$ cat src/rtl/bms_pkg.sv
// ----------------------------------------------------------------------------
// bms_pkg
// Shared types and constants of the button matrix scanner.
// ----------------------------------------------------------------------------
package bms_pkg;

    localparam int TIME_W  = 32;
    localparam int DELAY_W = 16;
    localparam int ROW_W   = 3;
    localparam int COLS_W  = 8;
    localparam int IDX_W   = 6;

    localparam logic [DELAY_W-1:0] DELAY_RESET = 16'd10;

    // one accepted scan, handed from front to back
    typedef struct packed {
        logic [ROW_W-1:0]  row;
        logic [ROW_W-1:0]  next_row;
        logic [COLS_W-1:0] cols;
    } t_job;

    typedef struct packed {
        logic [IDX_W-1:0] button_index;
        logic             pressed;
        logic             was_pressed;
        logic             changed;
        logic [ROW_W-1:0] drive_row;
        logic             last_event;
    } t_event;

endpackage

$ cat src/rtl/bms_front.sv
// ----------------------------------------------------------------------------
// bms_front
// Scan throttle: accepts scan items, drops early ones, advances the row.
// ----------------------------------------------------------------------------
module bms_front
    import bms_pkg::*;
#(
    parameter int ROWS = 8
) (
    input  logic               i_clk,
    input  logic               i_rst_n,
    input  logic               i_cfg_wr_en,
    input  logic [DELAY_W-1:0] i_cfg_wr_data,
    input  logic               i_valid,
    output logic               o_ready,
    input  logic [TIME_W-1:0]  i_now_ms,
    input  logic [COLS_W-1:0]  i_column_bits,
    input  logic               i_q_full,
    output logic               o_push,
    output t_job               o_job
);

    logic [DELAY_W-1:0] r_delay;
    logic [ROW_W-1:0]   r_row;
    logic [TIME_W-1:0]  r_last_time;
    logic [ROW_W-1:0]   n_row;
    logic [TIME_W-1:0]  elapsed;
    logic               accept;
    logic               pass;

    assign o_ready = !i_q_full;
    assign accept  = i_valid && o_ready;
    // unsigned wrap of the timestamp difference
    assign elapsed = i_now_ms - r_last_time;
    assign pass    = elapsed >= TIME_W'(r_delay);
    assign o_push  = accept && pass;

    always_comb begin
        if ({1'b0, r_row} + 4'd1 >= 4'(ROWS)) begin
            n_row = '0;
        end else begin
            n_row = r_row + 3'd1;
        end
    end

    assign o_job.row      = r_row;
    assign o_job.next_row = n_row;
    assign o_job.cols     = i_column_bits;

    always_ff @(posedge i_clk) begin
        if (!i_rst_n) begin
            r_delay     <= DELAY_RESET;
            r_row       <= '0;
            r_last_time <= '0;
        end else begin
            if (i_cfg_wr_en) begin
                r_delay <= i_cfg_wr_data;
            end
            if (o_push) begin
                r_row       <= n_row;
                r_last_time <= i_now_ms;
            end
        end
    end

endmodule

$ cat src/rtl/bms_queue.sv
// ----------------------------------------------------------------------------
// bms_queue
// Two-entry job queue between throttle and event generator.
// ----------------------------------------------------------------------------
module bms_queue
    import bms_pkg::*;
(
    input  logic i_clk,
    input  logic i_rst_n,
    input  logic i_push,
    input  t_job i_job,
    input  logic i_pop,
    output t_job o_job,
    output logic o_empty,
    output logic o_full
);

    t_job       r_mem [2];
    logic       r_wr_ptr;
    logic       r_rd_ptr;
    logic [1:0] r_count;

    assign o_empty = r_count == 2'd0;
    assign o_full  = r_count == 2'd2;
    assign o_job   = r_mem[r_rd_ptr];

    always_ff @(posedge i_clk) begin
        if (i_push) begin
            r_mem[r_wr_ptr] <= i_job;
        end
    end

    always_ff @(posedge i_clk) begin
        if (!i_rst_n) begin
            r_wr_ptr <= 1'b0;
            r_rd_ptr <= 1'b0;
            r_count  <= 2'd0;
        end else begin
            if (i_push) begin
                r_wr_ptr <= !r_wr_ptr;
            end
            if (i_pop) begin
                r_rd_ptr <= !r_rd_ptr;
            end
            if (i_push && !i_pop) begin
                r_count <= r_count + 2'd1;
            end else if (i_pop && !i_push) begin
                r_count <= r_count - 2'd1;
            end
        end
    end

endmodule

$ cat src/rtl/bms_back.sv
// ----------------------------------------------------------------------------
// bms_back
// Event generator: one event per column, keeps per-row button states.
// ----------------------------------------------------------------------------
module bms_back
    import bms_pkg::*;
#(
    parameter int ROWS    = 8,
    parameter int COLUMNS = 8
) (
    input  logic   i_clk,
    input  logic   i_rst_n,
    input  t_job   i_job,
    input  logic   i_q_empty,
    output logic   o_pop,
    output logic   o_valid,
    input  logic   i_ready,
    output t_event o_event
);

    localparam int CIW = (COLUMNS > 1) ? $clog2(COLUMNS) : 1;
    localparam int RIW = (ROWS > 1) ? $clog2(ROWS) : 1;

    logic [COLUMNS-1:0] r_btn [ROWS];
    logic [COLUMNS-1:0] r_word;
    logic [COLUMNS-1:0] r_prev;
    logic [ROW_W-1:0]   r_row;
    logic [ROW_W-1:0]   r_next_row;
    logic [CIW-1:0]     r_col;
    logic               r_busy;
    logic               r_valid;
    t_event             r_event;

    logic               advance;
    logic               emit;
    logic               col_last;
    logic               load;
    logic [COLUMNS-1:0] job_word;
    logic [RIW-1:0]     job_ridx;

    // word bit c is column c, taken from column_bits bit 7-c
    always_comb begin
        for (int c = 0; c < COLUMNS; c++) begin
            job_word[c] = i_job.cols[COLS_W-1-c];
        end
    end

    assign job_ridx = i_job.row[RIW-1:0];
    assign advance  = !r_valid || i_ready;
    assign emit     = advance && r_busy;
    assign col_last = r_col == CIW'(COLUMNS - 1);
    assign load     = !i_q_empty && (!r_busy || (emit && col_last));
    assign o_pop    = load;
    assign o_valid  = r_valid;
    assign o_event  = r_event;

    always_ff @(posedge i_clk) begin
        if (emit) begin
            r_event.button_index <= IDX_W'({3'b000, r_row} * IDX_W'(COLUMNS))
                                    + IDX_W'(r_col);
            r_event.pressed      <= r_word[r_col];
            r_event.was_pressed  <= r_prev[r_col];
            r_event.changed      <= r_word[r_col] ^ r_prev[r_col];
            r_event.drive_row    <= r_next_row;
            r_event.last_event   <= col_last;
        end
        if (load) begin
            r_word     <= job_word;
            r_prev     <= r_btn[job_ridx];
            r_row      <= i_job.row;
            r_next_row <= i_job.next_row;
        end
    end

    always_ff @(posedge i_clk) begin
        if (!i_rst_n) begin
            r_busy  <= 1'b0;
            r_valid <= 1'b0;
            r_col   <= '0;
            for (int r = 0; r < ROWS; r++) begin
                r_btn[r] <= '0;
            end
        end else begin
            if (emit) begin
                r_valid <= 1'b1;
            end else if (advance) begin
                r_valid <= 1'b0;
            end
            if (load) begin
                // stored state updated at once; old word kept in r_prev
                r_btn[job_ridx] <= job_word;
                r_busy          <= 1'b1;
                r_col           <= '0;
            end else if (emit) begin
                if (col_last) begin
                    r_busy <= 1'b0;
                end else begin
                    r_col <= r_col + CIW'(1);
                end
            end
        end
    end

endmodule

$ cat src/rtl/button_matrix_scanner_core.sv
// Path: an accepted scan passes the job queue and the event generator's job
//   registers before its first event is in the output register.
// Throughput: the event generator emits one column per cycle unless the output
//   stalls, and loads the next queued scan as it emits the last column.
// Reset: synchronous active low; clears row, last scan time, button states,
//   queue and output valid; scan delay returns to 10 ms.
// ----------------------------------------------------------------------------
// button_matrix_scanner_core
// Keypad matrix row scanner with scan throttle and per-button change events.
// ----------------------------------------------------------------------------
module button_matrix_scanner_core
    import bms_pkg::*;
#(
    parameter int ROWS    = 8,
    parameter int COLUMNS = 8
) (
    input  logic               i_clk,
    input  logic               i_rst_n,
    input  logic               i_cfg_wr_en,
    input  logic [DELAY_W-1:0] i_cfg_wr_data,   // scan_delay_ms
    input  logic               s_axis_tvalid,
    output logic               s_axis_tready,
    input  logic [39:0]        s_axis_tdata,    // [31:0] now_ms, [39:32] column_bits
    output logic               m_axis_tvalid,
    input  logic               m_axis_tready,
    // [5:0] button_index, [6] pressed, [7] was_pressed, [8] changed,
    // [11:9] drive_row, [15:12] zero
    output logic [15:0]        m_axis_tdata,
    output logic               m_axis_tlast     // last_event
);

    t_job   push_job;
    t_job   pop_job;
    t_event evt;
    logic   push;
    logic   pop;
    logic   q_empty;
    logic   q_full;

    bms_front #(.ROWS(ROWS)) u_front (
        .i_clk         (i_clk),
        .i_rst_n       (i_rst_n),
        .i_cfg_wr_en   (i_cfg_wr_en),
        .i_cfg_wr_data (i_cfg_wr_data),
        .i_valid       (s_axis_tvalid),
        .o_ready       (s_axis_tready),
        .i_now_ms      (s_axis_tdata[31:0]),
        .i_column_bits (s_axis_tdata[39:32]),
        .i_q_full      (q_full),
        .o_push        (push),
        .o_job         (push_job)
    );

    bms_queue u_queue (
        .i_clk   (i_clk),
        .i_rst_n (i_rst_n),
        .i_push  (push),
        .i_job   (push_job),
        .i_pop   (pop),
        .o_job   (pop_job),
        .o_empty (q_empty),
        .o_full  (q_full)
    );

    bms_back #(.ROWS(ROWS), .COLUMNS(COLUMNS)) u_back (
        .i_clk     (i_clk),
        .i_rst_n   (i_rst_n),
        .i_job     (pop_job),
        .i_q_empty (q_empty),
        .o_pop     (pop),
        .o_valid   (m_axis_tvalid),
        .i_ready   (m_axis_tready),
        .o_event   (evt)
    );

    assign m_axis_tdata = {4'b0000, evt.drive_row, evt.changed, evt.was_pressed,
                           evt.pressed, evt.button_index};
    assign m_axis_tlast = evt.last_event;

endmodule

$ cat config.mk
export PLATFORM = sky130hd
export DESIGN_NAME = button_matrix_scanner_core
export DESIGN_NICKNAME = d
export VERILOG_FILES = /design/src/rtl/bms_pkg.sv /design/src/rtl/bms_front.sv /design/src/rtl/bms_queue.sv /design/src/rtl/bms_back.sv /design/src/rtl/button_matrix_scanner_core.sv
export SDC_FILE = /design/constraint.sdc
export NUM_CORES = 1
export LEC_CHECK = 0
export ABC_AREA = 1
export BUFFER_PORTS_ARGS = -buffer_cell sky130_fd_sc_hd__buf_2
export CORE_ASPECT_RATIO = 0.9
export CORE_MARGIN = 3
export CORE_UTILIZATION = 49
export CTS_CLUSTER_SIZE = 25
export DETAILED_ROUTE_END_ITERATION = 16
export PLACE_DENSITY = 0.64
export SLEW_MARGIN = 40
export SYNTH_ARGS = -nofsm -noshare
export SYNTH_HDL_FRONTEND = slang
export SYNTH_HIERARCHICAL = 1
export SYNTH_SLANG_ARGS = --single-unit
$ cat constraint.sdc
create_clock -name i_clk -period 4.8 [get_ports i_clk]
set_input_delay 0.48 -clock i_clk [delete_from_list [all_inputs] [get_ports i_clk]]
set_output_delay 0.48 -clock i_clk [all_outputs]
set_load 0.05 [all_outputs]
* After elaboration in Yosys (flattened, before gate mapping) *
Memories as Yosys holds them, arrays and structs flattened. A register that Yosys moved wholly into a read port is not among the register bits.
Cells that the tools add are included.

cells by class
  add/subtract/negate cells = 7
  multiply operators = 0
  div/mod/pow operators = 0
  $lt $le $gt $ge = 3
  equal/unequal tests = 2
  shift-type cells = 0
  muxes and demuxes = 23
  bitwise logic cells = 3
  reduce and logical (&&, ||, !) cells = 26

operator list
  cell                                                         number
  >= comparator 32 x 16 -> 1 bit                               1
  subtractor 32 bit                                            1
  two-way mux 1 bit                                            16
  logical NOT 1 bit                                            8
  two-way mux 8 bit                                            1
  nonzero test 2 bit                                           4
  OR reduction 8 bit                                           1
  logical AND 1 bit                                            7
  adder 3 x 1 -> 3 bit (second input constant)                 2
  adder 6 x 3 -> 6 bit                                         1
  binary-select mux 1 bit (select 3 bit)                       2
  two-way mux 3 bit                                            2
  adder 3 x 1 -> 4 bit (second input constant)                 1
  >= comparator 4 bit (second input constant)                  1
  less-than comparator 3 x 4 -> 1 bit (second input constant)  1
  two-way mux 2 bit                                            2
  AND reduction 2 bit                                          2
  == test 3 bit (second input constant)                        1
  adder 2 x 1 -> 2 bit (second input constant)                 1
  == test 2 bit (second input constant)                        1
  logical NOT 2 bit                                            1
  logical OR 1 bit                                             2
  NOT 1 bit                                                    2
  OR reduction 2 bit                                           1
  other kinds (2)                                              2

word-level totals
  bits in registers = 87
  latch bits = 0
  RAM bits = 92
  memory bits (read-only) = 0
  bits of input ports = 61
  output and inout port bits = 19
  logic and storage cells = 84
  memories = 2

memory list
  name           words  width  rd ports  clocked after memory_dff  wr ports  line             source
  u_back.r_btn   8      8      1         1                         8         bms_back.sv:24   logic [COLUMNS-1:0] r_btn [ROWS];
  u_queue.r_mem  2      14     1         1                         1         bms_queue.sv:18  t_job r_mem [2];

* Logic depth before layout (Yosys ltp) *
Gate-level depths: netlist of run 1.

  depth in word-level cells = 11
  mapped depth = 29
  mapped depth without buffers = 29

* By module *
The synthesis of run 1 kept the hierarchy.

by module, submodules not included
  module                      times used  cells each  area each (µm²)  seq. area each (µm²)
  bms_front                   1           950         5,290.1          1,021.0
  bms_back                    1           431         4,516.8          3,072.9
  bms_queue                   1           78          1,237.4          940.9
  button_matrix_scanner_core  1           5           33.8             0.0

* Worst setup path before layout of run 1 *
Ideal clock, no wire load.

  kind = input to register
  from = input port s_axis_tdata[0]
  to = memory u_queue/r_mem[0][0] (netlist name), enable pin
  setup time = 0.384 ns
  arrival = 3.364 ns
  data required time = 4.416 ns
  path slack = 1.052 ns
  stages on the path = 19
  path buffers = 0
  cells stage by stage = inv_1 -> ha_1 -> fa_1 -> inv_1 -> nand3_1 -> nand3_1 -> xor2_1 -> ha_1 -> inv_1 -> o31a_1 -> nand2_1 -> nand2_1 -> nand2_1 -> nor2_1 -> nand2_1 -> nor2_2 -> a21boi_0 -> inv_1 -> nor2_1

on the way
  longest elaborated chain between the ends = 5

ends and longest elaborated chain
  what                                     line                              source
  start: declaration                       button_matrix_scanner_core.sv:23  input logic [39:0] s_axis_tdata,
  subtractor 32 bit                        bms_front.sv:34                   assign elapsed = i_now_ms - r_last_time;
  >= comparator 32 x 16 -> 1 bit           bms_front.sv:35                   assign pass = elapsed >= TIME_W'(r_delay);
  logical AND 1 bit                        bms_front.sv:36                   assign o_push = accept && pass;
  named net push                           button_matrix_scanner_core.sv:35  logic push;
  two-way mux 1 bit                        bms_queue.sv:28                   if (i_push) begin
  two-way mux 1 bit (implied by the code)  bms_queue.sv:29                   r_mem[r_wr_ptr] <= i_job;
  end: declaration                         bms_queue.sv:18

The timed path passes the listed nets, and every way through them passes these cells.

* Worst setup path after layout of run 1 *
  from = register u_front.r_last_time[9]
  to = memory u_queue/r_mem[1][7] (netlist name), enable pin

on the way
  longest elaborated chain between the ends = 5

ends and longest elaborated chain
  what                                     line                              source
  start: declaration                       bms_front.sv:25                   logic [TIME_W-1:0] r_last_time;
  start signal: assignment                 bms_front.sv:61                   r_last_time <= i_now_ms;
  subtractor 32 bit                        bms_front.sv:34
  >= comparator 32 x 16 -> 1 bit           bms_front.sv:35
  logical AND 1 bit                        bms_front.sv:36
  named net push                           button_matrix_scanner_core.sv:35
  two-way mux 1 bit                        bms_queue.sv:28
  two-way mux 1 bit (implied by the code)  bms_queue.sv:29

The timed path passes the listed nets, and every way through them passes these cells.

==> results by group, run 1 <==
CTS
  • Clock root buffer: clkbuf_16
  • TritonCTS Sinks: roughly 190
  • Worst-path clk slew: ~0.080 ns
  • CTS tree: done
  • CTS Buffer Depth: 2
  • Clk_lat worst skew: ~0.44 ns
  • CTS-repair resized insts: 0
  • H-tree Lvls: 4
  • Number of CTS-inserted buffers: 17
  • Cts hold-fix bufs: 0
  • Post-CTS Setup Bufs: 0

Hold path
  • Worst Hold Depth: 1
  • Hold_sp: s_axis_tdata[36]
  • Hold Path End: u_queue/r_mem[1][4]$_DFFE_PP_
  • Hold crit path type: input port to flip-flop

Global route
  • Vias in the first global route: ~8300
  • Largest net degree at the start of global routing: slightly above 70
  • Initial antenna violation count: 0
  • Gr usage total: 0.229
  • First-pass GRT wire length: 43.5 mm
  • Total grt overflow: 0

Die
  • Width of the die: 164 um
  • Die Y: between 100 and 150 um
  • Initial Util: 0.505
  • I/O pin count: 80
  • Standard-cell rows: slightly above 50
  • Core area: ~22000 um2
  • Die area: 24500 um2

Detailed routing
  • Iteration count of the initial detailed-routing pass: 5
  • Drt first-iter violations: a little over 800
  • DRC: 0
  • Antenna-violating nets left: 0
  • DR vias: 9081
  • Routed WL per cell: between 10 and 15 um
  • Routed vias/inst: 4.97
  • WL final: between 20 and 30 mm

Final layout
  • Register area: about 5000 um2
  • Antenna Diode Count: 0
  • Synth-to-layout area growth: 10.0%
  • NumNets Final: between 1500 and 2000
  • Multi-input gate area: 4740 um2
  • Share of cells above drive strength 1: 0.106
  • Non-filler cells, final: 1826
  • Fillers: roughly 2100

Setup path
  • CP Data Required Time: 4.87 ns
  • Critical path's largest stage delay: between 0.5 and 0.6 ns
  • Crit path DAT: roughly 4.2 ns
  • Most common cell on crit path: nand2_1
  • Flop2flop setup slack: just over 0.7 ns
  • Slowest-stage cell, CP: a21boi_0
  • Reg-to-Reg Start: u_front/r_last_time[9]$_SDFFE_PN0P_
  • Startpoint Class: flip-flop
  • Critical R2R Capture: u_queue/r_mem[1][7]$_DFFE_PP_
  • Critical path, cell by cell: inv_1 -> ha_1 -> nand2_2 -> nor2_2 -> inv_1 -> nor2_2 -> nand2_1 -> nand3_1 -> xor2_1 -> ha_1 -> inv_1 -> o31a_1 -> nand2_1 -> nand2_1 -> nand2_1 -> nor2_1 -> nand2_1 -> nor2_2 -> a21boi_0 -> nand2_1 -> inv_1
  • Reg2Reg Depth: 21
  • CP Class: flip-flop to flip-flop
  • Crit-path max FO: 14
  • Worst Setup End Kind: flip-flop

Placement
  • Inst Count DP: between 1500 and 2000
  • RD Place Congestion: 0.952
  • Dpl hpwl: slightly below 20 mm
  • Port Buf Inserts: 75

Timing
  • Fin. max-slew vios: 0
  • Final Hold Fails: 0
  • Slew HR: 0.487
  • Fmax: between 200 and 250 MHz
  • RSZ-0062 raised after global routing: no
  • Post-route setup TNS: 0 ns
  • Crit share post-route: 0.851
  • Worst Max-Slew Pin Slew: slightly below 0.8 ns
  • Clock skew: 0.0171 ns
  • Setup violators final: 0
  • Final worst path period need: about 4.1 ns

Logic synthesis
  • Area of the mapped netlist: approximately 11000 um2
  • Syn avg cell area: 7.57 um2
  • Seq/Total Area, Yosys: 0.454
  • Cells after Synth: about 1500
  • Post-synthesis cell type count: 40
  • #FFs+latches synth: between 150 and 200
  • Yosys warns: 6

Pwr
  • Static leakage: roughly 0.0062 uW
  • Power Density: about 500 nW/um2
  • Final Total Pwr: ~6000 uW
  • Peak supply drop: 272 uV

Outcome
  • Status: finished clean

Flow run
  • Max Cap Viol: 0
state kept, by name (all words and copies together), names as in the netlist, named ones only:
name                 cells
u_back/r_prev            8
u_front/r_row            3
u_back/r_col             3
u_queue/r_mem           28
u_queue/r_count          2
u_front/r_last_time     32
u_back/r_word            8
u_back/r_btn            64
u_back/r_next_row        3
u_queue/r_rd_ptr         1
u_queue/r_wr_ptr         1
u_back/o_event          13
u_back/r_row             3
u_back/r_busy            1
u_back/o_valid           1
u_front/r_delay         16
worst max path at each step:
stage | slack [ns] | end | cells after the start | startpoint
5_1_grt | 0.35 | u_queue/r_mem[1][7]$_DFFE_PP_ | 21 | u_front/r_last_time[9]$_SDFFE_PN0P_
6_report | 0.72 | u_queue/r_mem[1][7]$_DFFE_PP_ | 21 | u_front/r_last_time[9]$_SDFFE_PN0P_
3_3_place_gp | 0.58 | u_queue/r_mem[1][3]$_DFFE_PP_ | 24 | s_axis_tdata[0]
4_1_cts | 0.80 | u_queue/r_mem[1][7]$_DFFE_PP_ | 21 | u_front/r_last_time[2]$_SDFFE_PN0P_
2_1_floorplan | 1.05 | u_queue/r_mem[0][0]$_DFFE_PP_ | 19 | s_axis_tdata[0]
3_5_place_dp | 0.56 | u_queue/r_mem[1][3]$_DFFE_PP_ | 24 | s_axis_tdata[0]
stage by stage:
step | setup slack (ns) | utilization | area [um2] | hold slack [ns]
floorplan | 1.05 | - | 11100 | 0.400
global placement | 0.578 | 0.528 | 11600 | 0.403
detailed placement | 0.565 | 0.528 | 11600 | 0.407
CTS | 0.795 | 0.555 | 12200 | 0.226
global route | 0.352 | 0.555 | 12200 | 0.220
finish | 0.717 | 0.555 | 12200 | 0.236
power by group:
part	leakage, uW	switching (uW)	internal, uW
registers	0.00176	138	2130
clock network	0.000292	701	729
logic	0.00419	1610	702
placed cells by master, fill, tap and decap left out, types with 3 or more instances in the layout:
| master | instances |
|---|---|
| nand2_1 | 441 |
| inv_1 | 274 |
| nand3_1 | 87 |
| mux2_2 | 14 |
| clkbuf_16 | 18 |
| nand2_2 | 4 |
| buf_4 | 5 |
| o21ai_0 | 24 |
| ha_1 | 51 |
| edfxtp_1 | 127 |
| and2_1 | 3 |
| a21oi_1 | 96 |
| nor3_1 | 4 |
| nand2_4 | 9 |
| inv_6 | 5 |
| nand4_1 | 8 |
| buf_2 | 75 |
| conb_1 | 4 |
| dfxtp_1 | 61 |
| inv_2 | 3 |
| nor2_2 | 12 |
| nor2_1 | 163 |
| or2_0 | 5 |
| xor2_1 | 14 |
Yosys cell counts, drive strengths merged:
master	count	area (um2)
conb	1	3.75
o31a	1	8.76
xnor2	2	17.5
a21boi	1	7.51
dfxtp	61	1220
nand3	89	455
edfxtp	127	3810
clkbuf	14	52.6
xor2	14	123
inv	278	1050
buf	30	226
o21bai	1	7.51
or2	6	37.5
nand2	454	1780
fa	1	20.0
a21oi	96	480
a22oi	1	7.51
mux2	14	158
o21ai	25	129
nor3	6	40.0
ha	51	638
a211oi	1	7.51
nor2	177	711
and2	4	27.5
nand3b	1	7.51
nand4	8	50.1
logic make-up after synthesis:
logic type | after synthesis | share of synthesized area
AND/OR/NAND/NOR | 745 | 0.281
buffers and inverters | 322 | 0.120
flip-flops | 188 | 0.454
AO/OA/AOI/OAI | 126 | 0.0585
adder cells (fa/ha/maj) | 52 | 0.0594
XOR/XNOR | 16 | 0.0127
multiplexers | 14 | 0.0142
other | 1 | 0.000339
worst max-delay path, delay by kind of cell (launching register included):
kind / cells / cell delay (ns)
flip-flops: 1 / 0.35
AO/OA/AOI/OAI: 2 / 0.82
buffers and inverters: 4 / 0.61
AND/OR/NAND/NOR: 12 / 1.07
XOR/XNOR: 1 / 0.27
adder cells (fa/ha/maj): 2 / 0.59
area by class of cell:
class	count	share of cell area
Sequential cell	188	0.413
Multi-Input combinational cell	957	0.389
Inverter	278	0.0858
Clock buffer	19	0.0373
Timing Repair Buffer	80	0.0339
Tap cell	291	0.0299
Clock inverter	13	0.0114
routing by layer:
layer | global-route usage | vias up | wire length [um]
met3 | 0.0404 | 24 | 1650
met2 | 0.342 | 256 | 11800
met4 | 0.0503 | 0 | 321
met1 | 0.349 | 4143 | 13400
li1 | - | 4658 | -
met5 | 0 | - | 0
(Power assumes the default switching activity.)
==> run 2: changes to the inputs <==
MAX_ROUTING_LAYER = met4   (was unset)
==> run 2 against run 1 <==
Routed wire length down 0.22%. Final cell count about the same. Highest routed layer unchanged. Die area unchanged. Global-route usage up 0.53 points. Non-clock buffer count unchanged.
==> results by group, run 2 (synthesis results as in run 1) <==
Detailed routing
  • WL final: between 20 and 30 mm
  • DRC: 0
  • Drt first-iter violations: ~740
  • DR vias: 9122
  • Routed vias/inst: 4.99
  • Antenna-violating nets left: 0
  • Routed WL per cell: about 15 um
  • Iteration count of the initial detailed-routing pass: 5

Flow run
  • Max Cap Viol: 0

Setup path
  • Reg2Reg Depth: 21
  • Crit-path max FO: 14
  • Most common cell on crit path: nand2_1
  • CP Class: flip-flop to flip-flop
  • Buf/Inv on CP: 2
  • Startpoint Class: flip-flop
  • Critical path depth: 21
  • Critical path's largest stage delay: 0.57 ns
  • Crit-path leading delay family: simple AND/OR/NAND/NOR gates
  • Critical path, cell by cell: inv_1 -> ha_1 -> nand2_1 -> nand2_1 -> nand2_1 -> nand3_2 -> nand2_1 -> nand2_1 -> xor2_1 -> ha_1 -> a21oi_1 -> o31a_1 -> nand2_1 -> nand2_1 -> nand2_1 -> nor2_1 -> nand2_1 -> nor2_2 -> a21boi_0 -> nand2_1 -> inv_1
  • CP Data Required Time: around 5 ns
  • Crit path DAT: about 4.2 ns
  • Worst Setup End Kind: flip-flop
  • Slowest-stage cell, CP: a21boi_0

Die
  • I/O pin count: 80
  • Standard-cell rows: approximately 50
  • Initial Util: 0.505
  • Width of the die: 164 um
  • Die area: 24500 um2
  • Core area: approximately 22000 um2
  • Die Y: 149 um

Timing
  • Fin. max-slew vios: 0
  • Setup violators final: 0
  • Worst Max-Slew Pin Slew: about 0.76 ns
  • Clock skew: about 0.014 ns
  • Post-route setup TNS: 0 ns
  • Final worst path period need: between 4 and 5 ns
  • RSZ-0062 raised after global routing: no
  • Crit share post-route: 0.857
  • Fmax: between 200 and 250 MHz
  • Min Hold Slack: 0.249 ns
  • Slew HR: 0.496
  • Final Hold Fails: 0

CTS
  • Clock root buffer: clkbuf_16
  • TritonCTS Sinks: 188
  • Clk_lat worst skew: 0.44 ns
  • CTS Buffer Depth: 2
  • Worst-path clk slew: 0.08 ns
  • CTS-repair resized insts: 0
  • Number of CTS-inserted buffers: 17
  • Cts hold-fix bufs: 0
  • H-tree Lvls: 4
  • Post-CTS Setup Bufs: 0
  • CTS tree: done

Pwr
  • Final Total Pwr: roughly 6000 uW
  • Static leakage: 0.00624 uW
  • Peak supply drop: 255 uV
  • Power Density: between 400 and 500 nW/um2

Outcome
  • Status: finished clean

Hold path
  • Hold crit path type: input port to flip-flop
  • Worst Hold Depth: 1

Global route
  • Vias in the first global route: about 8200
  • Total grt overflow: 0
  • Gr usage total: 0.235
  • Initial antenna violation count: 0
  • First-pass GRT wire length: between 40 and 50 mm
  • Largest net degree at the start of global routing: 71

Final layout
  • Largest Register: u_back/r_btn
  • NumNets Final: about 1600
  • Share of cells above drive strength 1: 0.106
  • Commonest non-fill, non-tap cell in the layout: nand2_1
  • Largest register FFs: 64
  • Commonest non-fill, non-tap cells in the layout: nand2_1 (441), inv_1 (274), nor2_1 (163)
  • Synth-to-layout area growth: 10.0%
  • Top Registers: u_back/r_btn: 64 flops, u_front/r_last_time: 32 flops, u_queue/r_mem: 28 flops

Placement
  • Port Buf Inserts: between 70 and 80
  • Dpl hpwl: between 15 and 20 mm
  • RD Place Congestion: 0.970
-- run 2: path summary, 6_finish.rpt --
check | end | from | slack (ns)
worst max register to register | u_queue/r_mem[1][0]$_DFFE_PP_ | u_front/r_last_time[2]$_SDFFE_PN0P_ | 0.68
worst max-delay path | u_queue/r_mem[1][0]$_DFFE_PP_ | u_front/r_last_time[2]$_SDFFE_PN0P_ | 0.68
worst min register to register | u_back/o_event[1]$_DFFE_PP_ | u_back/r_next_row[0]$_DFFE_PP_ | 0.42
worst min-delay path | u_queue/r_mem[1][5]$_DFFE_PP_ | s_axis_tdata[37] | 0.25
-- run 2: final cells by class --
type	instances	area [um2]
Fill cell	2110	9760
Sequential cell	188	5030
Multi-Input combinational cell	957	4740
Inverter	278	1050
Clock buffer	18	429
Timing Repair Buffer	80	413
Tap cell	291	364
Clock inverter	14	160
Antenna cell	1	2.50
-- run 2: layer usage --
metal	routed length (um)	share of wire	track usage	vias up
li1	-	-	-	4664
met1	13500	0.50	0.350	4185
met2	11600	0.43	0.338	251
met3	1780	0.066	0.0365	22
met4	267	0.0098	0.0524	0
met5	0	0	-	-
-- run 2: through the flow --
stage / instances / area [um2] / util / setup WS [ns]
after CTS: 1826 / 12200 / 0.555 / 0.722
after global routing: 1826 / 12200 / 0.555 / 0.271
after detailed placement: 1794 / 11600 / 0.528 / 0.480
after floorplan: 1467 / 11100 / - / 1.05
final: 1827 / 12200 / 0.555 / 0.685
after global placement: 1794 / 11600 / 0.528 / 0.520
-- run 2: power by group --
group | switching, uW | internal (uW)
logic | 1610 | 701
registers | 135 | 2130
clock network | 707 | 705
total | 2460 | 3540
==> run 3: changes to the inputs <==
--- a/config.mk
+++ b/config.mk
@@ -10,9 +10,9 @@
 export CORE_ASPECT_RATIO = 0.9
 export CORE_MARGIN = 3
-export CORE_UTILIZATION = 49
+export CORE_UTILIZATION = 55
 export CTS_CLUSTER_SIZE = 25
 export DETAILED_ROUTE_END_ITERATION = 16
 export MAX_ROUTING_LAYER = met4
-export PLACE_DENSITY = 0.64
+export PLACE_DENSITY = 0.71
 export SLEW_MARGIN = 40
 export SYNTH_ARGS = -nofsm -noshare
==> constraint.sdc (replaced) <==
create_clock -name i_clk -period 4.8 [get_ports i_clk]
set_input_delay 0.24 -clock i_clk [delete_from_list [all_inputs] [get_ports i_clk]]
set_output_delay 0.24 -clock i_clk [all_outputs]
set_load 0.05 [all_outputs]
==> run 3 against run 2 <==
Core utilization up 6.9 points. Fmax rose by 5.6%. Setup slack improved by 0.22 ns. Critical path type unchanged.
==> results by group, run 3 (synthesis results as in run 1) <==
Setup path
  • Startpoint Class: flip-flop
  • Reg2Reg Depth: 21
  • Critical path, cell by cell: inv_1 -> ha_1 -> nand2_2 -> nor2_2 -> inv_1 -> nor2_2 -> nand2_1 -> nand3_1 -> xor2_1 -> ha_1 -> inv_1 -> o31a_1 -> nand2_1 -> nand2_1 -> nand2_1 -> nor2_1 -> nand2_1 -> nor2_2 -> a21boi_0 -> nand2_1 -> inv_1
  • Critical path depth: 21
  • CP Launch Point: u_front/r_last_time[10]$_SDFFE_PN0P_
  • Crit path DAT: roughly 4.0 ns
  • Worst Setup End Kind: flip-flop
  • Crit-path max FO: 14
  • Most common cell on crit path: nand2_1
  • CP Class: flip-flop to flip-flop
  • CP Data Required Time: ~4.9 ns
  • Reg-to-Reg Start: u_front/r_last_time[10]$_SDFFE_PN0P_
  • Buf/Inv on CP: 4
  • Critical path's largest stage delay: around 0.44 ns
  • Flop2flop setup slack: around 0.9 ns
  • Crit-path leading delay family: simple AND/OR/NAND/NOR gates
  • Slowest-stage cell, CP: inv_1

Final layout
  • Commonest non-fill, non-tap cell in the layout: nand2_1
  • Largest Register: u_back/r_btn
  • Multi-input gate area: between 4000 and 5000 um2
  • Antenna Diode Count: 0
  • Synth-to-layout area growth: 9.61%
  • Top Registers: u_back/r_btn: 64 flops, u_front/r_last_time: 32 flops, u_queue/r_mem: 28 flops
  • Commonest non-fill, non-tap cells in the layout: nand2_1 (441), inv_1 (274), nor2_1 (162)
  • Fillers: 1789
  • Largest register FFs: between 60 and 70
  • Share of cells above drive strength 1: 0.106
  • Register area: ~5000 um2
  • NumNets Final: approximately 1600

Detailed routing
  • Antenna-violating nets left: 0
  • Routed WL per cell: roughly 15 um
  • DRC: 0
  • Drt first-iter violations: around 890
  • Routed vias/inst: ~5.1
  • WL final: ~26 mm
  • Iteration count of the initial detailed-routing pass: 5
  • DR vias: about 9100

CTS
  • H-tree Lvls: 4
  • Post-CTS Setup Bufs: 0
  • CTS tree: done
  • Clock root buffer: clkbuf_16
  • Cts hold-fix bufs: 0
  • CTS-repair resized insts: 0
  • CTS Buffer Depth: 2
  • TritonCTS Sinks: 188
  • Clk_lat worst skew: about 0.43 ns
  • Number of CTS-inserted buffers: 17
  • Worst-path clk slew: roughly 0.080 ns

Timing
  • Worst Max-Slew Pin Slew: between 0.7 and 0.8 ns
  • Fin. max-slew vios: 0
  • Post-route setup TNS: 0 ns
  • Min Hold Slack: 0.0101 ns
  • Fmax: 257 MHz
  • Final worst path period need: just under 4 ns
  • Setup violators final: 0
  • Setup WS post-layout: 0.904 ns
  • Slew HR: 0.508
  • RSZ-0062 raised after global routing: no
  • Crit share post-route: 0.812
  • Clock skew: between 0.009 and 0.01 ns
  • Final Hold Fails: 0

Placement
  • Dpl hpwl: ~19 mm
  • RD Place Congestion: around 1.0
  • Port Buf Inserts: 75
  • Post-place setup slack: 1.03 ns

Die
  • Die Y: ~140 um
  • Width of the die: around 160 um
  • Standard-cell rows: 48
  • I/O pin count: 80
  • Initial Util: 0.569
  • Die area: 21900 um2
  • Core area: 19500 um2

Pwr
  • Peak supply drop: about 250 uV
  • Static leakage: between 0.006 and 0.007 uW
  • Power Density: 493 nW/um2

Hold path
  • Hold crit path type: input port to flip-flop
  • Hold_sp: s_axis_tdata[37]
  • Worst Hold Depth: 1

Flow run
  • Max Cap Viol: 0

Global route
  • Total grt overflow: 0
  • Gr usage total: 0.247
  • Largest net degree at the start of global routing: between 70 and 80
  • Initial antenna violation count: 0
  • Vias in the first global route: ~8300
  • First-pass GRT wire length: 42.2 mm

Outcome
  • Status: finished clean
## run 3: cell types whose count changed in the layout (fill, tap and decap cells not counted), moves of 2 or more
| cell | change |
|---|---|
| bufinv_16 | +2 |
| clkinvlp_4 | +4 |
| inv_6 | -2 |
| clkinv_8 | -2 |
## run 3: where the power goes
group          switching, uW  total [uW]  internal [uW]
clock                    656        1440            789
sequential               133        2270           2130
combinational           1580        2280            699
total                   2370        5990           3620
## run 3: area by class of cell
class / instances / area share
clock buffers: 18 / 0.0353
clock inverters: 14 / 0.0144
inverters: 278 / 0.0861
multi-input cells: 957 / 0.390
flip-flops and latches: 188 / 0.415
well taps: 250 / 0.0258
repair buffers: 79 / 0.0334
## run 3: worst register-to-register path, cell delays in order (launching register included)
cell and delay, ns:
dfxtp_1 0.35, inv_1 0.05, ha_1 0.38, nand2_2 0.12, nor2_2 0.19, inv_1 0.07
nor2_2 0.09, nand2_1 0.07, nand3_1 0.15, xor2_1 0.09, ha_1 0.30, inv_1 0.05
o31a_1 0.27, nand2_1 0.07, nand2_1 0.05, nand2_1 0.05, nor2_1 0.04, nand2_1 0.06
nor2_2 0.06, a21boi_0 0.43, nand2_1 0.13, inv_1 0.44
## run 3: final timing paths
path / to
worst max register to register: u_queue/r_mem[1][6]$_DFFE_PP_
worst max-delay path: u_queue/r_mem[1][6]$_DFFE_PP_
worst min register to register: u_back/o_event[11]$_DFFE_PP_
worst min-delay path: u_queue/r_mem[0][5]$_DFFE_PP_
## run 3: per-stage QoR
| step | util | power [uW] | cells | area [um2] |
|---|---|---|---|---|
| 2_1_floorplan | - | 3990 | 1467 | 11100 |
| 3_3_place_gp | 0.593 | 4500 | 1752 | 11500 |
| 3_5_place_dp | 0.593 | 4550 | 1752 | 11500 |
| 4_1_cts | 0.624 | 6000 | 1784 | 12100 |
| 5_1_grt | 0.624 | 6410 | 1784 | 12100 |
| 6_report | 0.624 | 5990 | 1784 | 12100 |
## run 3: routing by layer
layer	global-route usage	wire length (um)	up-vias
met1	0.375	12800	4032
met4	0.0649	444	0
met3	0.0368	2020	40
li1	-	-	4662
met5	-	0	-
met2	0.347	10700	320
